==> src/sv/gml_pkg.sv <==
// shared types, codes and table helpers for the gaussian membership learner
`default_nettype none

package gml_pkg;

   // request kinds
   localparam logic [2:0] REQ_EVAL    = 3'd0;
   localparam logic [2:0] REQ_ACC     = 3'd1;
   localparam logic [2:0] REQ_UPDATE  = 3'd2;
   localparam logic [2:0] REQ_RESTORE = 3'd3;
   localparam logic [2:0] REQ_CLEAR   = 3'd4;

   // register indexes
   localparam int CSR_ADDR_W = 2;
   localparam logic [CSR_ADDR_W-1:0] CSR_INIT_MEAN  = 2'd0;
   localparam logic [CSR_ADDR_W-1:0] CSR_INIT_WIDTH = 2'd1;
   localparam logic [CSR_ADDR_W-1:0] CSR_LEARN_RATE = 2'd2;

   // divider geometry
   localparam int DIV_NUM_W = 96;
   localparam int DIV_DEN_W = 62;
   localparam int DIV_Q_W   = 63;
   localparam logic [DIV_Q_W-1:0] DIV_CAP = 63'h1 << 62;

   // datapath operations
   localparam int OP_W = 4;
   localparam logic [OP_W-1:0] OP_NONE   = 4'd0;
   localparam logic [OP_W-1:0] OP_LOAD   = 4'd1;
   localparam logic [OP_W-1:0] OP_PREP   = 4'd2;
   localparam logic [OP_W-1:0] OP_SQ     = 4'd3;
   localparam logic [OP_W-1:0] OP_LUT    = 4'd4;
   localparam logic [OP_W-1:0] OP_INTERP = 4'd5;
   localparam logic [OP_W-1:0] OP_ROUND  = 4'd6;
   localparam logic [OP_W-1:0] OP_NUMC   = 4'd7;
   localparam logic [OP_W-1:0] OP_SPLIT  = 4'd8;
   localparam logic [OP_W-1:0] OP_CAT    = 4'd9;
   localparam logic [OP_W-1:0] OP_UPMUL  = 4'd10;
   localparam logic [OP_W-1:0] OP_FIN    = 4'd11;

   typedef struct packed {
      logic [OP_W-1:0] op;
      logic            div_start;
      logic            emit;
   } cmd_type;

   typedef struct packed {
      logic [2:0] kind;
      logic       spread_pos;
   } stat_type;

   typedef struct packed {
      logic [16:0] membership;
      logic [31:0] grad_center;
      logic [31:0] grad_spread;
      logic [31:0] cur_center;
      logic [31:0] cur_spread;
      logic        status;
   } res_type;

   // integer quotient by shift and subtract, for table constants only
   function automatic logic [63:0] const_quot(input logic [63:0] a, input logic [63:0] b);
      logic [63:0] q;
      logic [63:0] r;
      q = '0;
      r = '0;
      for (int i = 63; i >= 0; i--) begin
         r = {r[62:0], a[i]};
         if (r >= b) begin
            r    = r - b;
            q[i] = 1'b1;
         end
      end
      return q;
   endfunction

   // per-step factor exp(-h) in Q0.30 from a truncated series
   function automatic logic [63:0] exp_base(input logic [63:0] h);
      logic [63:0] term;
      longint      b;
      term = 64'd1 << 30;
      b    = longint'(64'd1 << 30);
      for (int n = 1; n <= 24; n++) begin
         term = const_quot((term * h) >> 30, 64'(n));
         if ((n & 1) != 0) b = b - longint'(term);
         else b = b + longint'(term);
      end
      if (b < 0) b = 0;
      return 64'(b);
   endfunction

   // table entry k: repeated rounded products of the step factor
   function automatic logic [30:0] exp_entry(input logic [63:0] b, input int k);
      logic [63:0] e;
      e = 64'd1 << 30;
      for (int i = 1; i <= k; i++) e = (e * b + (64'd1 << 29)) >> 30;
      return 31'(e);
   endfunction

endpackage

`default_nettype wire

==> src/sv/gml_div.sv <==
// radix-2 restoring divider, quotient capped at 2^62
`default_nettype none

module gml_div (
   input  wire logic                          clock,
   input  wire logic                          reset,
   input  wire logic                          start,
   input  wire logic [gml_pkg::DIV_NUM_W-1:0] num,
   input  wire logic [gml_pkg::DIV_DEN_W-1:0] den,
   output logic      [gml_pkg::DIV_Q_W-1:0]   quo,
   output logic                               done
);
   import gml_pkg::*;

   localparam int HI_W  = DIV_NUM_W - DIV_Q_W;
   localparam int CNT_W = $clog2(DIV_Q_W);

   logic [DIV_DEN_W-1:0] rem_ff, rem_in, den_ff;
   logic [DIV_Q_W-1:0]   work_ff;
   logic [CNT_W-1:0]     cnt_ff;
   logic                 run_ff, done_ff;
   logic [HI_W-1:0]      hi;
   logic                 ovf;
   logic [DIV_DEN_W:0]   trial, trial_sub;
   logic                 ge;

   always_comb begin
      hi        = num[DIV_NUM_W-1:DIV_Q_W];
      ovf       = DIV_DEN_W'(hi) >= den;
      trial     = {rem_ff, work_ff[DIV_Q_W-1]};
      ge        = trial >= {1'b0, den_ff};
      trial_sub = trial - {1'b0, den_ff};
      rem_in    = ge ? trial_sub[DIV_DEN_W-1:0] : trial[DIV_DEN_W-1:0];
   end

   always_ff @(posedge clock) begin
      if (reset) begin
         run_ff  <= 1'b0;
         done_ff <= 1'b0;
         cnt_ff  <= '0;
      end else begin
         done_ff <= 1'b0;
         if (start) begin
            den_ff <= den;
            cnt_ff <= '0;
            if (ovf) begin
               work_ff <= DIV_CAP;
               run_ff  <= 1'b0;
               done_ff <= 1'b1;
            end else begin
               rem_ff  <= DIV_DEN_W'(hi);
               work_ff <= num[DIV_Q_W-1:0];
               run_ff  <= 1'b1;
            end
         end else if (run_ff) begin
            rem_ff  <= rem_in;
            work_ff <= {work_ff[DIV_Q_W-2:0], ge};
            cnt_ff  <= cnt_ff + 1'b1;
            if (cnt_ff == CNT_W'(DIV_Q_W - 1)) begin
               run_ff  <= 1'b0;
               done_ff <= 1'b1;
            end
         end
      end
   end

   assign quo  = (work_ff > DIV_CAP) ? DIV_CAP : work_ff;
   assign done = done_ff;

endmodule

`default_nettype wire

==> config.mk <==
export PLATFORM = sky130hd
export DESIGN_NAME = gml_div
export DESIGN_NICKNAME = d
export VERILOG_FILES = /design/src/sv/gml_pkg.sv /design/src/sv/gml_div.sv
export SDC_FILE = /design/constraint.sdc
export NUM_CORES = 1
export LEC_CHECK = 0
export ABC_AREA = 1
export ABC_CLOCK_PERIOD_IN_PS = 5200
export BUFFER_PORTS_ARGS = -buffer_cell sky130_fd_sc_hd__buf_2
export CAP_MARGIN = 40
export CORE_MARGIN = 2
export CORE_UTILIZATION = 40
export CTS_CLUSTER_DIAMETER = 40
export DETAILED_ROUTE_END_ITERATION = 10
export REMOVE_ABC_BUFFERS = 1
export SYNTH_ARGS = -nofsm -noshare
export SYNTH_HDL_FRONTEND = slang
export SYNTH_SLANG_ARGS = --single-unit
==> constraint.sdc <==
create_clock -name clock -period 5.2 [get_ports clock]
set_input_delay 0.52 -clock clock [delete_from_list [all_inputs] [get_ports clock]]
set_output_delay 0.52 -clock clock [all_outputs]
set_load 0.005 [all_outputs]
Yosys cells after proc, flatten, opt, wreduce, memory -nomap -nowiden
Index checks and enable logic that the tools add are counted.

Input bits: 161. Word-level logic and storage cells: 35. Bits in registers: 195.

Order comparisons: 3. Muxes and demuxes: 16. Equal/unequal tests: 2. Bitwise logic cells: 1. Reductions and logical operators: 5. Add/sub/neg operators: 2.

Operators with widths (number): $mux W63 (4); $mux W62 (4); $ge A63 B62 Y1 (1); $gt A63 B63 Y1 const B (1); $ge A33 B62 Y1 (1); $sub A62 B62 Y62 (1); $mux W1 (8); $add A6 B1 Y6 const B (1); $eq A6 B6 Y1 const B (1); $reduce_and A2 Y1 (2); $reduce_and A3 Y1 (1); $ne A2 B2 Y1 const B (1); $reduce_bool A2 Y1 (1); $reduce_or A2 Y1 (1); $not A1 Y1 (1).

Depth between registers and ports, before layout
Depth after elaboration: 4. Mapped depth: 19. Mapped depth without buffers: 17.

Worst setup path after synthesis
Ideal clock, no wire load.

Path type: input to register. From: input port den[11] in the netlist's numbering. To: register rem_ff[0], enable pin. Path buffers: 0. Arrival time: 4199 ps. Slack: 517 ps. Stages on the path: 15. Path through: inv_1 > ha_1 > nand2_1 > inv_1 > o21ai_0 > nand2_1 > nor2_1 > nand2_1 > nand2_1 > nand2_1 > nand2_1 > nand3_1 > nand2_1 > nand2_1 > nor2_1.

Cells in the longest elaborated chain, start to end: 3.

RTL lines: start: declaration (line gml_div.sv:9) `input wire logic [gml_pkg::DIV_DEN_W-1:0] den,`; $ge A33 B62 Y1 (line gml_div.sv:29) `ovf = DIV_DEN_W'(hi) >= den;`; $ne A2 B2 Y1 (no source line); $reduce_and A3 Y1 (no source line); end signal: assignment (line gml_div.sv:51) `rem_ff <= DIV_DEN_W'(hi);`; end signal: assignment (line gml_div.sv:56) `rem_ff <= rem_in;`; end: declaration (line gml_div.sv:18) `logic [DIV_DEN_W-1:0] rem_ff, rem_in, den_ff;`.

No other way between the ends. A chain may end at the register's enable or synchronous reset.

Worst setup path in the final report
From: register work_ff[15]. To: output port quo[36] in the netlist's numbering.

Cells in the longest elaborated chain, start to end: 2.

RTL lines: start: declaration (line gml_div.sv:19) `logic [DIV_Q_W-1:0] work_ff;`; start signal: assignment (line gml_div.sv:52) `work_ff <= num[DIV_Q_W-1:0];`; start signal: assignment (line gml_div.sv:57) `work_ff <= {work_ff[DIV_Q_W-2:0], ge};`; $gt A63 B63 Y1 (line gml_div.sv:67) `assign quo = (work_ff > DIV_CAP) ? DIV_CAP : work_ff;`; $mux W63 (line gml_div.sv:67); end: declaration (line gml_div.sv:10) `output logic [gml_pkg::DIV_Q_W-1:0] quo,`.

No other way between the ends.

==> results_dict.tcl <==
set metrics [dict create \
    status "finished, final reports clean" \
    row_count 72 \
    clock_power_share_pct 28.7 \
    grt_overflow 0 \
    critPathMaxFanout 62 \
    cts-root-buf "clkbuf_16" \
    drtAntennaViolNets 0 \
    place_congestion 0.976 \
    leakagePower_nw 10.0 \
    fp.dieH_um 203 \
    hold_start "den[15]" \
    area_delta_synth_final_pct 14.7 \
    numCtsBuffers 17 \
    cts_tree "done" \
    ios 225 \
    rsz0062_at_grt "false" \
    multiInputGateArea_sq_um 7800 \
    syn_avg_cell_area_sq_um 6.58 \
    clock_sink_count 195 \
    placed_area_sq_um 17600 \
    synth_area_sq_um 15900 \
    antenna_found_initial 5 \
    setup.worst_path.start_class "flip-flop" \
    critPathLaunch "work_ff[15]" \
    coreArea_sq_um 38900 \
    wl_per_cell_um 16.7 \
    grt_max_degree 72 \
    power.total_mw 4.88 \
    r2r-start "rem_ff[46]" \
    cts_resized 0 \
    grt_pass1_vias 14800 \
    postRouteWirelength_mm 52.9 \
    dieArea_sq_um 41300 \
    path_class "reg2out" \
    drc 0 \
    cp-end-kind "output pin" \
    synth_cell_types 39 \
    power_density_nw_per_um2 268 \
    yosys_warnings 0 \
    required_ns 4.68 \
    switching_share_pct 37.7 \
    ys_seq_area_share_pct 36.4 \
    drt_iter0_drc 989 \
    finalCritPeriodShare_pct 63.8 \
    internal_power_mw 3.04 \
    drive_gt1_share_pct 11.1 \
    vias 15400 \
    route.top_layer_used "met5" \
    min_period_ns 3.32 \
    fmax_mhz 301 \
    maxCapViolCount 0 \
    setup-violations-final 0 \
    p_switching_mw 1.84 \
    tns_ns 0 \
    routed_via_density 4.86 \
    crit_arrival_ns 2.80 \
    slew_headroom_pct 43.1 \
    drv_slew 0 \
    grt_pass1_wl_mm 82.1 \
    fill_cells 4148 \
    path_clk_slew_ns 0.09 \
    tightestPinTransition_ns 0.853 \
    port_buffers 224 \
    seqPwrFrac_pct 39.6 \
    ctsHoldBuffers 0 \
    dr_wl_met3_mm 3.15 \
    insertion_delay_ns 0.50 \
    gr-usage-all-layers_pct 26.0 \
    seq_area_sq_um 5780 \
    skew_ns 0.0213 \
    postCtsSetupBuffers 0 \
    die_x_um 203 \
    syn_inst 2414 \
    hold_viol 0 \
    min_path_type "in2reg" \
    firstDrtPassIters 5 \
    cts_max_level 4 \
    clk_path_buf_depth 2 \
    fin_area_sq_um 18200 \
    yosys_register_bits 195 \
    wl_met1_mm 24.5 \
    combinationalPowerShare_pct 31.7 \
    num-nets-final 2883 \
    start_util_pct 40.8 \
    dp_hpwl_mm 43.0 \
    wl_met2_mm 24.0 \
    ir_worst_vdd_v 0.000180 \
]
[stage by stage]
stage | hold WS, ns | setup slack [ns] | cells | util (%)
finish | 0.208 | 1.88 | 3158 | 46.8
global route | 0.182 | 1.71 | 3156 | 46.8
CTS | 0.184 | 1.81 | 3155 | 46.8
detailed placement | 0.459 | 1.90 | 3123 | 45.2
global placement | 0.451 | 1.86 | 3123 | 45.2
floorplan | 0.439 | 0.518 | 2365 | -
[worst max-delay path, cell delays in order, from the launching register on]
cell,delay (ns)
edfxtp_1,0.44
nor4_1,0.41
nand4_1,0.25
nor2_1,0.27
a31oi_4,0.11
buf_4,0.32
nor2_1,0.30
buf_2,0.17
[power groups by stage]
stage               clock network [mW]  logic (mW)  registers (mW)
finish                            1.40        1.54            1.93
global route                      1.48        1.75            1.95
CTS                               1.43        1.54            1.93
detailed placement                   0        1.54            1.97
global placement                     0        1.53            1.97
floorplan                            0        1.02            1.95
[logic make-up (layout without fill, tap and decap cells)]
kind of cell | after synthesis | in the layout | synth area share (%)
simple gates | 1299 | 1299 | 33.6
buf+inv | 609 | 832 | 14.8
flops | 195 | 195 | 36.4
compound gates | 185 | 185 | 5.99
fa+ha+maj | 98 | 98 | 7.77
xor+xnor | 28 | 28 | 1.54
other cells | 0 | 3 | 0
[state kept, by name, indices dropped and copies added (netlist names)]
| register | count |
|---|---|
| work_ff | 63 |
| done | 1 |
| run_ff | 1 |
| rem_ff | 62 |
| den_ff | 62 |
| cnt_ff | 6 |
[Yosys cell counts, drive strengths merged]
cell      n  area share, %
a21oi    69            2.2
nand3   103            3.3
edfxtp  187             35
ha       97            7.6
nor4     19           0.75
o21ai   105            3.3
nor2    267            6.3
clkinv    2          0.047
and3      4           0.16
o21bai    6           0.28
clkbuf   36           0.86
dfxtp     8            1.0
or2       3           0.12
buf      13           0.66
nor3     20           0.73
a31oi     5           0.20
xor2      2           0.11
and2      3           0.12
fa        1           0.13
nand3b   12           0.57
inv     558             13
nand2   808             19
nor3b     3           0.14
xnor2    26            1.4
nand4    57            2.2
[layer usage]
metal / global-route usage (%) / vias up
met5: 0 / -
met4: 7.33 / 6
met3: 5.29 / 62
met2: 42.4 / 465
met1: 35.1 / 6940
li1: - / 7883
[placed cells by master (no fill, tap or decap), drive strengths merged, types with 8 or more instances in the layout]
cell type / n
a21oi: 69
nand3: 103
nor3: 20
nor2: 267
nand4: 57
ha: 97
nand2: 808
edfxtp: 187
o21ai: 105
clkinv: 10
nand3b: 12
xnor2: 26
clkbuf: 17
nor4: 19
buf: 240
inv: 564
dfxtp: 8
[cell type report]
cell class	count	share of cell area [%]
clock buffers	17	2.34
clock inverters	15	0.989
inverters	560	11.5
well taps	518	3.56
multi-input cells	1610	42.8
flip-flops and latches	195	31.7
repair buffers	240	7.02
diodes	3	0.0412
[final timing paths]
| path | slack, ns | endpoint | cells after the start |
|---|---|---|---|
| setup reg to reg | 1.92 | rem_ff[58] | 11 |
| setup / recovery | 1.88 | quo[36] | 7 |
| hold reg to reg | 0.48 | cnt_ff[5] | 2 |
| hold / removal | 0.21 | den_ff[15] | 1 |
No activity file was read; power rests on OpenSTA's default activity.
