`config.mk`:
```
export PLATFORM = sky130hd
export DESIGN_NAME = gml_ctrl
export DESIGN_NICKNAME = d
export VERILOG_FILES = /design/src/sv/gml_pkg.sv /design/src/sv/gml_ctrl.sv
export SDC_FILE = /design/constraint.sdc
export NUM_CORES = 1
export LEC_CHECK = 0
export BUFFER_PORTS_ARGS = -buffer_cell sky130_fd_sc_hd__buf_2
export CAP_MARGIN = 20
export CORE_ASPECT_RATIO = 0.9
export CORE_MARGIN = 3
export CORE_UTILIZATION = 40
export DETAILED_ROUTE_END_ITERATION = 10
export PLACE_DENSITY = 0.68
export REMOVE_ABC_BUFFERS = 1
export SKIP_CTS_REPAIR_TIMING = 1
export SYNTH_ARGS = -nofsm -noshare
export SYNTH_HDL_FRONTEND = slang
export SYNTH_SLANG_ARGS = --single-unit
```
`constraint.sdc`:
```
create_clock -name clock -period 4.28 [get_ports clock]
set_clock_uncertainty 0.05 [all_clocks]
set_input_delay 0.428 -clock clock [delete_from_list [all_inputs] [get_ports clock]]
set_output_delay 0.428 -clock clock [all_outputs]
set_load 0.05 [all_outputs]
```
`src/sv/gml_pkg.sv`:
```
// shared types, codes and table helpers for the gaussian membership learner
`default_nettype none

package gml_pkg;

   // request kinds
   localparam logic [2:0] REQ_EVAL    = 3'd0;
   localparam logic [2:0] REQ_ACC     = 3'd1;
   localparam logic [2:0] REQ_UPDATE  = 3'd2;
   localparam logic [2:0] REQ_RESTORE = 3'd3;
   localparam logic [2:0] REQ_CLEAR   = 3'd4;

   // register indexes
   localparam int CSR_ADDR_W = 2;
   localparam logic [CSR_ADDR_W-1:0] CSR_INIT_MEAN  = 2'd0;
   localparam logic [CSR_ADDR_W-1:0] CSR_INIT_WIDTH = 2'd1;
   localparam logic [CSR_ADDR_W-1:0] CSR_LEARN_RATE = 2'd2;

   // divider geometry
   localparam int DIV_NUM_W = 96;
   localparam int DIV_DEN_W = 62;
   localparam int DIV_Q_W   = 63;
   localparam logic [DIV_Q_W-1:0] DIV_CAP = 63'h1 << 62;

   // datapath operations
   localparam int OP_W = 4;
   localparam logic [OP_W-1:0] OP_NONE   = 4'd0;
   localparam logic [OP_W-1:0] OP_LOAD   = 4'd1;
   localparam logic [OP_W-1:0] OP_PREP   = 4'd2;
   localparam logic [OP_W-1:0] OP_SQ     = 4'd3;
   localparam logic [OP_W-1:0] OP_LUT    = 4'd4;
   localparam logic [OP_W-1:0] OP_INTERP = 4'd5;
   localparam logic [OP_W-1:0] OP_ROUND  = 4'd6;
   localparam logic [OP_W-1:0] OP_NUMC   = 4'd7;
   localparam logic [OP_W-1:0] OP_SPLIT  = 4'd8;
   localparam logic [OP_W-1:0] OP_CAT    = 4'd9;
   localparam logic [OP_W-1:0] OP_UPMUL  = 4'd10;
   localparam logic [OP_W-1:0] OP_FIN    = 4'd11;

   typedef struct packed {
      logic [OP_W-1:0] op;
      logic            div_start;
      logic            emit;
   } cmd_type;

   typedef struct packed {
      logic [2:0] kind;
      logic       spread_pos;
   } stat_type;

   typedef struct packed {
      logic [16:0] membership;
      logic [31:0] grad_center;
      logic [31:0] grad_spread;
      logic [31:0] cur_center;
      logic [31:0] cur_spread;
      logic        status;
   } res_type;

   // integer quotient by shift and subtract, for table constants only
   function automatic logic [63:0] const_quot(input logic [63:0] a, input logic [63:0] b);
      logic [63:0] q;
      logic [63:0] r;
      q = '0;
      r = '0;
      for (int i = 63; i >= 0; i--) begin
         r = {r[62:0], a[i]};
         if (r >= b) begin
            r    = r - b;
            q[i] = 1'b1;
         end
      end
      return q;
   endfunction

   // per-step factor exp(-h) in Q0.30 from a truncated series
   function automatic logic [63:0] exp_base(input logic [63:0] h);
      logic [63:0] term;
      longint      b;
      term = 64'd1 << 30;
      b    = longint'(64'd1 << 30);
      for (int n = 1; n <= 24; n++) begin
         term = const_quot((term * h) >> 30, 64'(n));
         if ((n & 1) != 0) b = b - longint'(term);
         else b = b + longint'(term);
      end
      if (b < 0) b = 0;
      return 64'(b);
   endfunction

   // table entry k: repeated rounded products of the step factor
   function automatic logic [30:0] exp_entry(input logic [63:0] b, input int k);
      logic [63:0] e;
      e = 64'd1 << 30;
      for (int i = 1; i <= k; i++) e = (e * b + (64'd1 << 29)) >> 30;
      return 31'(e);
   endfunction

endpackage

`default_nettype wire

```
`src/sv/gml_ctrl.sv`:
```
// request sequencer for the gaussian membership learner
`default_nettype none

module gml_ctrl (
   input  wire logic              clock,
   input  wire logic              reset,
   input  wire logic              req_valid,
   output logic                   req_ready,
   input  wire gml_pkg::stat_type stat,
   input  wire logic              div_done,
   input  wire logic              out_free,
   output gml_pkg::cmd_type       cmd
);
   import gml_pkg::*;

   localparam logic [4:0] S_IDLE   = 5'd0;
   localparam logic [4:0] S_DISP   = 5'd1;
   localparam logic [4:0] S_PREP   = 5'd2;
   localparam logic [4:0] S_DIVR   = 5'd3;
   localparam logic [4:0] S_WAITR  = 5'd4;
   localparam logic [4:0] S_SQ     = 5'd5;
   localparam logic [4:0] S_LUT    = 5'd6;
   localparam logic [4:0] S_INTERP = 5'd7;
   localparam logic [4:0] S_ROUND  = 5'd8;
   localparam logic [4:0] S_NUMC   = 5'd9;
   localparam logic [4:0] S_DIVC   = 5'd10;
   localparam logic [4:0] S_WAITC  = 5'd11;
   localparam logic [4:0] S_SPLIT  = 5'd12;
   localparam logic [4:0] S_CAT    = 5'd13;
   localparam logic [4:0] S_DIVS   = 5'd14;
   localparam logic [4:0] S_WAITS  = 5'd15;
   localparam logic [4:0] S_UPMUL  = 5'd16;
   localparam logic [4:0] S_FIN    = 5'd17;

   logic [4:0] state_ff, state_in;
   logic       is_calc;

   assign is_calc = (stat.kind == REQ_EVAL) || (stat.kind == REQ_ACC);

   always_comb begin
      state_in      = state_ff;
      cmd.op        = OP_NONE;
      cmd.div_start = 1'b0;
      cmd.emit      = 1'b0;
      req_ready     = 1'b0;
      unique case (state_ff)
         S_IDLE: begin
            req_ready = 1'b1;
            if (req_valid) begin
               cmd.op   = OP_LOAD;
               state_in = S_DISP;
            end
         end
         S_DISP: begin
            if (is_calc && stat.spread_pos) state_in = S_PREP;
            else if (stat.kind == REQ_UPDATE) state_in = S_UPMUL;
            else state_in = S_FIN;
         end
         S_PREP: begin
            cmd.op   = OP_PREP;
            state_in = (stat.kind == REQ_EVAL) ? S_DIVR : S_NUMC;
         end
         S_DIVR: begin
            cmd.div_start = 1'b1;
            state_in      = S_WAITR;
         end
         S_WAITR: if (div_done) state_in = S_SQ;
         S_SQ: begin
            cmd.op   = OP_SQ;
            state_in = S_LUT;
         end
         S_LUT: begin
            cmd.op   = OP_LUT;
            state_in = S_INTERP;
         end
         S_INTERP: begin
            cmd.op   = OP_INTERP;
            state_in = S_ROUND;
         end
         S_ROUND: begin
            cmd.op   = OP_ROUND;
            state_in = S_NUMC;
         end
         S_NUMC: begin
            cmd.op   = OP_NUMC;
            state_in = S_DIVC;
         end
         S_DIVC: begin
            cmd.div_start = 1'b1;
            state_in      = S_WAITC;
         end
         S_WAITC: if (div_done) state_in = S_SPLIT;
         S_SPLIT: begin
            cmd.op   = OP_SPLIT;
            state_in = S_CAT;
         end
         S_CAT: begin
            cmd.op   = OP_CAT;
            state_in = S_DIVS;
         end
         S_DIVS: begin
            cmd.div_start = 1'b1;
            state_in      = S_WAITS;
         end
         S_WAITS: if (div_done) state_in = S_FIN;
         S_UPMUL: begin
            cmd.op   = OP_UPMUL;
            state_in = S_FIN;
         end
         S_FIN: begin
            if (out_free) begin
               cmd.op   = OP_FIN;
               cmd.emit = 1'b1;
               state_in = S_IDLE;
            end
         end
         default: state_in = S_IDLE;
      endcase
   end

   always_ff @(posedge clock) begin
      if (reset) state_ff <= S_IDLE;
      else state_ff <= state_in;
   end

endmodule

`default_nettype wire

```
[After elaboration in Yosys (flattened, before gate mapping)]
Index checks and enable logic that the tools add are counted.
Widths: inputs -> output; s select.
Storage, ports and cells
  flip-flop bits (word level): 5
  input bits: 9
  output and inout bits: 7
Operators by class
  reduce and logical (&&, ||, !) cells: 6
  eq/ne operators: 24
  mux-type cells: 16
Operators with widths (number)
  $pmux 5 s18: 1
  $pmux 4 s11: 1
  $eq 5x4->1 const B: 8
  $mux 5: 6
  $eq 5x3->1 const B: 4
  $eq 5x2->1 const B: 2
  $eq 5x5->1 const B: 2
  $ne 2x2->1 const B: 5
  $mux 4: 2
  $mux 1: 6
  $eq 5x1->1 const B: 1
  $logic_not 5->1: 1
  $reduce_and 5->1: 1
  $eq 3x1->1 const B: 1
  $eq 3x2->1 const B: 1
  $logic_not 3->1: 1
  $reduce_or 3->1: 1
  $logic_and 1x1->1: 1
  $logic_or 1x1->1: 1

[Depth between registers and ports, before layout]
  depth in word-level cells: 5
  gate-level depth with buffers: 5
  gate-level depth less buffers: 4

[Least setup slack after synthesis]
No wires, ideal clock.
  kind: reg2out
  start point: register state_ff[2]
  end point: output cmd[2] in the netlist's numbering
  arrival: 1941 ps
  stages on the path, launching flop included: 5
  path slack: 1861 ps
  data required time: 3802 ps
  buffers on the path: 1
  path through: dfxtp_1 > or3_1 > buf_2 > nor2_1 > a21o_1
RTL lines
  from (decl): RTL line gml_ctrl.sv:35  | logic [4:0] state_ff, state_in;
  from (signal assigned): RTL line gml_ctrl.sv:123  | else state_ff <= state_in;
  to (decl): RTL line gml_ctrl.sv:12  | output gml_pkg::cmd_type cmd

==> results.sh <==
export IMPL_layout_common_cells="buf_2 (15), nor2_1 (7), nor3_1 (6), a21oi_1 (6), o21ai_0 (6)"
export IMPL_r2r_start="state_ff[0]$_SDFFE_PP0P_"
export IMPL_relSlewSlack_pct=55.9
export IMPL_grt_usage_pct=16.2
export IMPL_hold_start="reset"
export IMPL_min_period_ns=2.49
export IMPL_routed_wl_um=1500
export IMPL_routabilityCongestion=0.782
export IMPL_num_fill_cells=136
export IMPL_top_layer="met4"
export IMPL_final_cells=111
export IMPL_reg_top3="state_ff x5"
export IMPL_routed_wl_met3_um=60
export IMPL_clk_latency_ns=0.23
export IMPL_reg2reg_slack_ns=2.55
export IMPL_die_area_mm2=0.00197
export IMPL_remaining_drc_errors=0
export IMPL_numCtsBuffers=3
export IMPL_rows=12
export IMPL_cp_top_family="flip-flops"
export IMPL_first_pass_iters=4
export IMPL_cts_buffer_depth=2
export IMPL_drive_gt1_share_pct=21.6
export IMPL_power_density_mw_per_mm2=806
export IMPL_vias=668
export IMPL_multiInputGateArea_um2=437
export IMPL_finalMaxSlewViolations=0
export IMPL_power_leakage_nw=0.277
export IMPL_tns_ns=0
export IMPL_io_pins=16
export IMPL_cp_start_kind="flip-flop"
export IMPL_utilization_pct=51.1
export IMPL_wl_per_cell_um=13.5
export IMPL_rsz0062_at_grt="false"
export IMPL_ys_seq_area_share_pct=17.0
export IMPL_fp_dieH_um=42.4
export IMPL_critPathBufInv=2
export IMPL_yosysWarnings=0
export IMPL_startpoint="state_ff[0]$_SDFFE_PP0P_"
export IMPL_p_sw_w=0.000321
export IMPL_slowest_stage="dfxtp_1"
export IMPL_pwr_share_seq_pct=24.0
export IMPL_drt_iter0_drc=11
export IMPL_cp_required_ns=3.80
export IMPL_dr_wl_met2_um=674
export IMPL_min_period_over_period_pct=58.3
export IMPL_crit_arrival_ns=2.02
export IMPL_fin_nets=107
export IMPL_htreeDepth=1
export IMPL_antenna_found_initial=0
export IMPL_grt_ovfl_total=0
export IMPL_synth_top_area_cell="dfxtp_1"
export IMPL_place_port_buffers=15
export IMPL_grt_pass1_vias=553
export IMPL_outcome="finished, final reports clean"
export IMPL_ys_ff_latch=5
export IMPL_setup_viol=0
export IMPL_dp_cells=107
export IMPL_hpwl_um=1060
export IMPL_endpoint="cmd[3]"
export IMPL_clkPwrFrac_pct=9.7
export IMPL_finalHoldViolCount=0
export IMPL_max_freq_ghz=0.401
export IMPL_placed_cell_area_um2=641
export IMPL_start_util_pct=45.0
export IMPL_synth_area_um2=588
export IMPL_synth_cells=86
export IMPL_p_int_w=0.000216
export IMPL_area_growth_pct=13.4
export IMPL_cts_tree="done"
export IMPL_drt_met1_wl_um=747
export IMPL_ant_nets=0
export IMPL_ys_types=32
export IMPL_mostFrequentLayoutCell="buf_2"
export IMPL_viasPerCell=6.02
export IMPL_grt_pass1_wl_um=2450
export IMPL_cts_sink_count=5
export IMPL_fin_area_um2=667
export IMPL_grt_max_degree=23
export IMPL_crit_cells=5
export IMPL_path_max_fanout=20
export IMPL_largest_register_ffs=5
export IMPL_slowest_delay_ns=0.74
export IMPL_crit_path_cell_trace="inv_1, and3_1, o31ai_1, o21ai_0, buf_2"
export IMPL_antennaDiodeCount=0
export IMPL_syn_area_per_cell_um2=6.84
export IMPL_crit_path_end_kind="primary output"
export IMPL_top_register="state_ff"
export IMPL_die_width_um=46.4
export IMPL_hold_class="in -> reg"
export IMPL_synth_top_area_share_pct=17.0
export IMPL_ir_worst_vdd_uv=446
export IMPL_switching_share_pct=59.8
export IMPL_fin_hold_ws_ns=0.385
export IMPL_ff2ff_path_depth=4
export IMPL_synth_area_leaders="dfxtp_1 (17%), buf_2 (6.8%), a21oi_1 (5.1%)"
export IMPL_worstMarginPinSlew_ns=0.660
export IMPL_reg2reg_to="state_ff[0]$_SDFFE_PP0P_"
export IMPL_combPwrFrac_pct=66.3
export IMPL_cts_root_buf="clkbuf_4"
export IMPL_core_area_mm2=0.00131
export IMPL_crit_type="reg -> out"
export IMPL_seq_area_um2=100
export IMPL_cts_reportedPaths_clkPinSlew_ns=0.04
export IMPL_cap_viol_max_count=0
worst min path at each step:
stage,endpoint,cells past startpoint
floorplan,state_ff[1]$_SDFFE_PP0P_,1
global placement,state_ff[1]$_SDFFE_PP0P_,2
detailed placement,state_ff[2]$_SDFFE_PP0P_,2
CTS,state_ff[2]$_SDFFE_PP0P_,2
global route,state_ff[1]$_SDFFE_PP0P_,2
finish,state_ff[2]$_SDFFE_PP0P_,2
layer usage:
layer,up-vias,track usage [%]
met5,-,0
met3,2,2.58
li1,343,-
met1,310,23.2
met2,13,24.7
met4,0,3.41
metrics by stage:
stage	total power [W]	setup WS, ns
after floorplan	0.000403	1.76
after global placement	0.000480	2.12
after detailed placement	0.000483	2.07
after CTS	0.000540	1.80
after global routing	0.000579	1.63
final	0.000537	1.79
cell type report:
cell class | count | share of cell area (%)
Timing Repair Buffer | 15 | 11.3
Multi-Input combinational cell | 70 | 65.5
Inverter | 3 | 1.69
Sequential cell | 5 | 15.0
Tap cell | 14 | 2.63
Clock buffer | 4 | 3.94
synthesized netlist by cell type (all sizes together):
library cell,count
a22oi,1
a221oi,1
nor2,7
o31ai,1
inv,3
nand2b,4
a211oi,2
a31oi,2
a21o,1
dfxtp,5
and4b,1
o31a,1
o21ai,6
o21bai,2
and3,2
o211ai,3
o21a,2
nand4,1
nand3,5
nor2b,2
nor3,6
or3,3
a21oi,7
buf,8
and3b,1
nand2,4
xor2,1
nor3b,1
o22ai,2
a311oi,1
cell families (layout without fill, tap and decap cells):
family / count (synthesis) / count (layout) / share of synthesized area (%)
simple gates: 37 / 37 / 33.6
compound gates: 32 / 32 / 39.1
buf+inv: 11 / 22 / 8.72
flops: 5 / 5 / 17.0
xor+xnor: 1 / 1 / 1.49
power by group through the flow:
stage	sequential, W	clock [W]	combinational (W)
2_1_floorplan	0.000109	0	0.000294
3_3_place_gp	0.000127	0	0.000354
3_5_place_dp	0.000127	0	0.000356
4_1_cts	0.000127	0.0000547	0.000358
5_1_grt	0.000135	0.0000575	0.000386
6_report	0.000129	0.0000521	0.000356
Power figures use the tool's default switching activity.
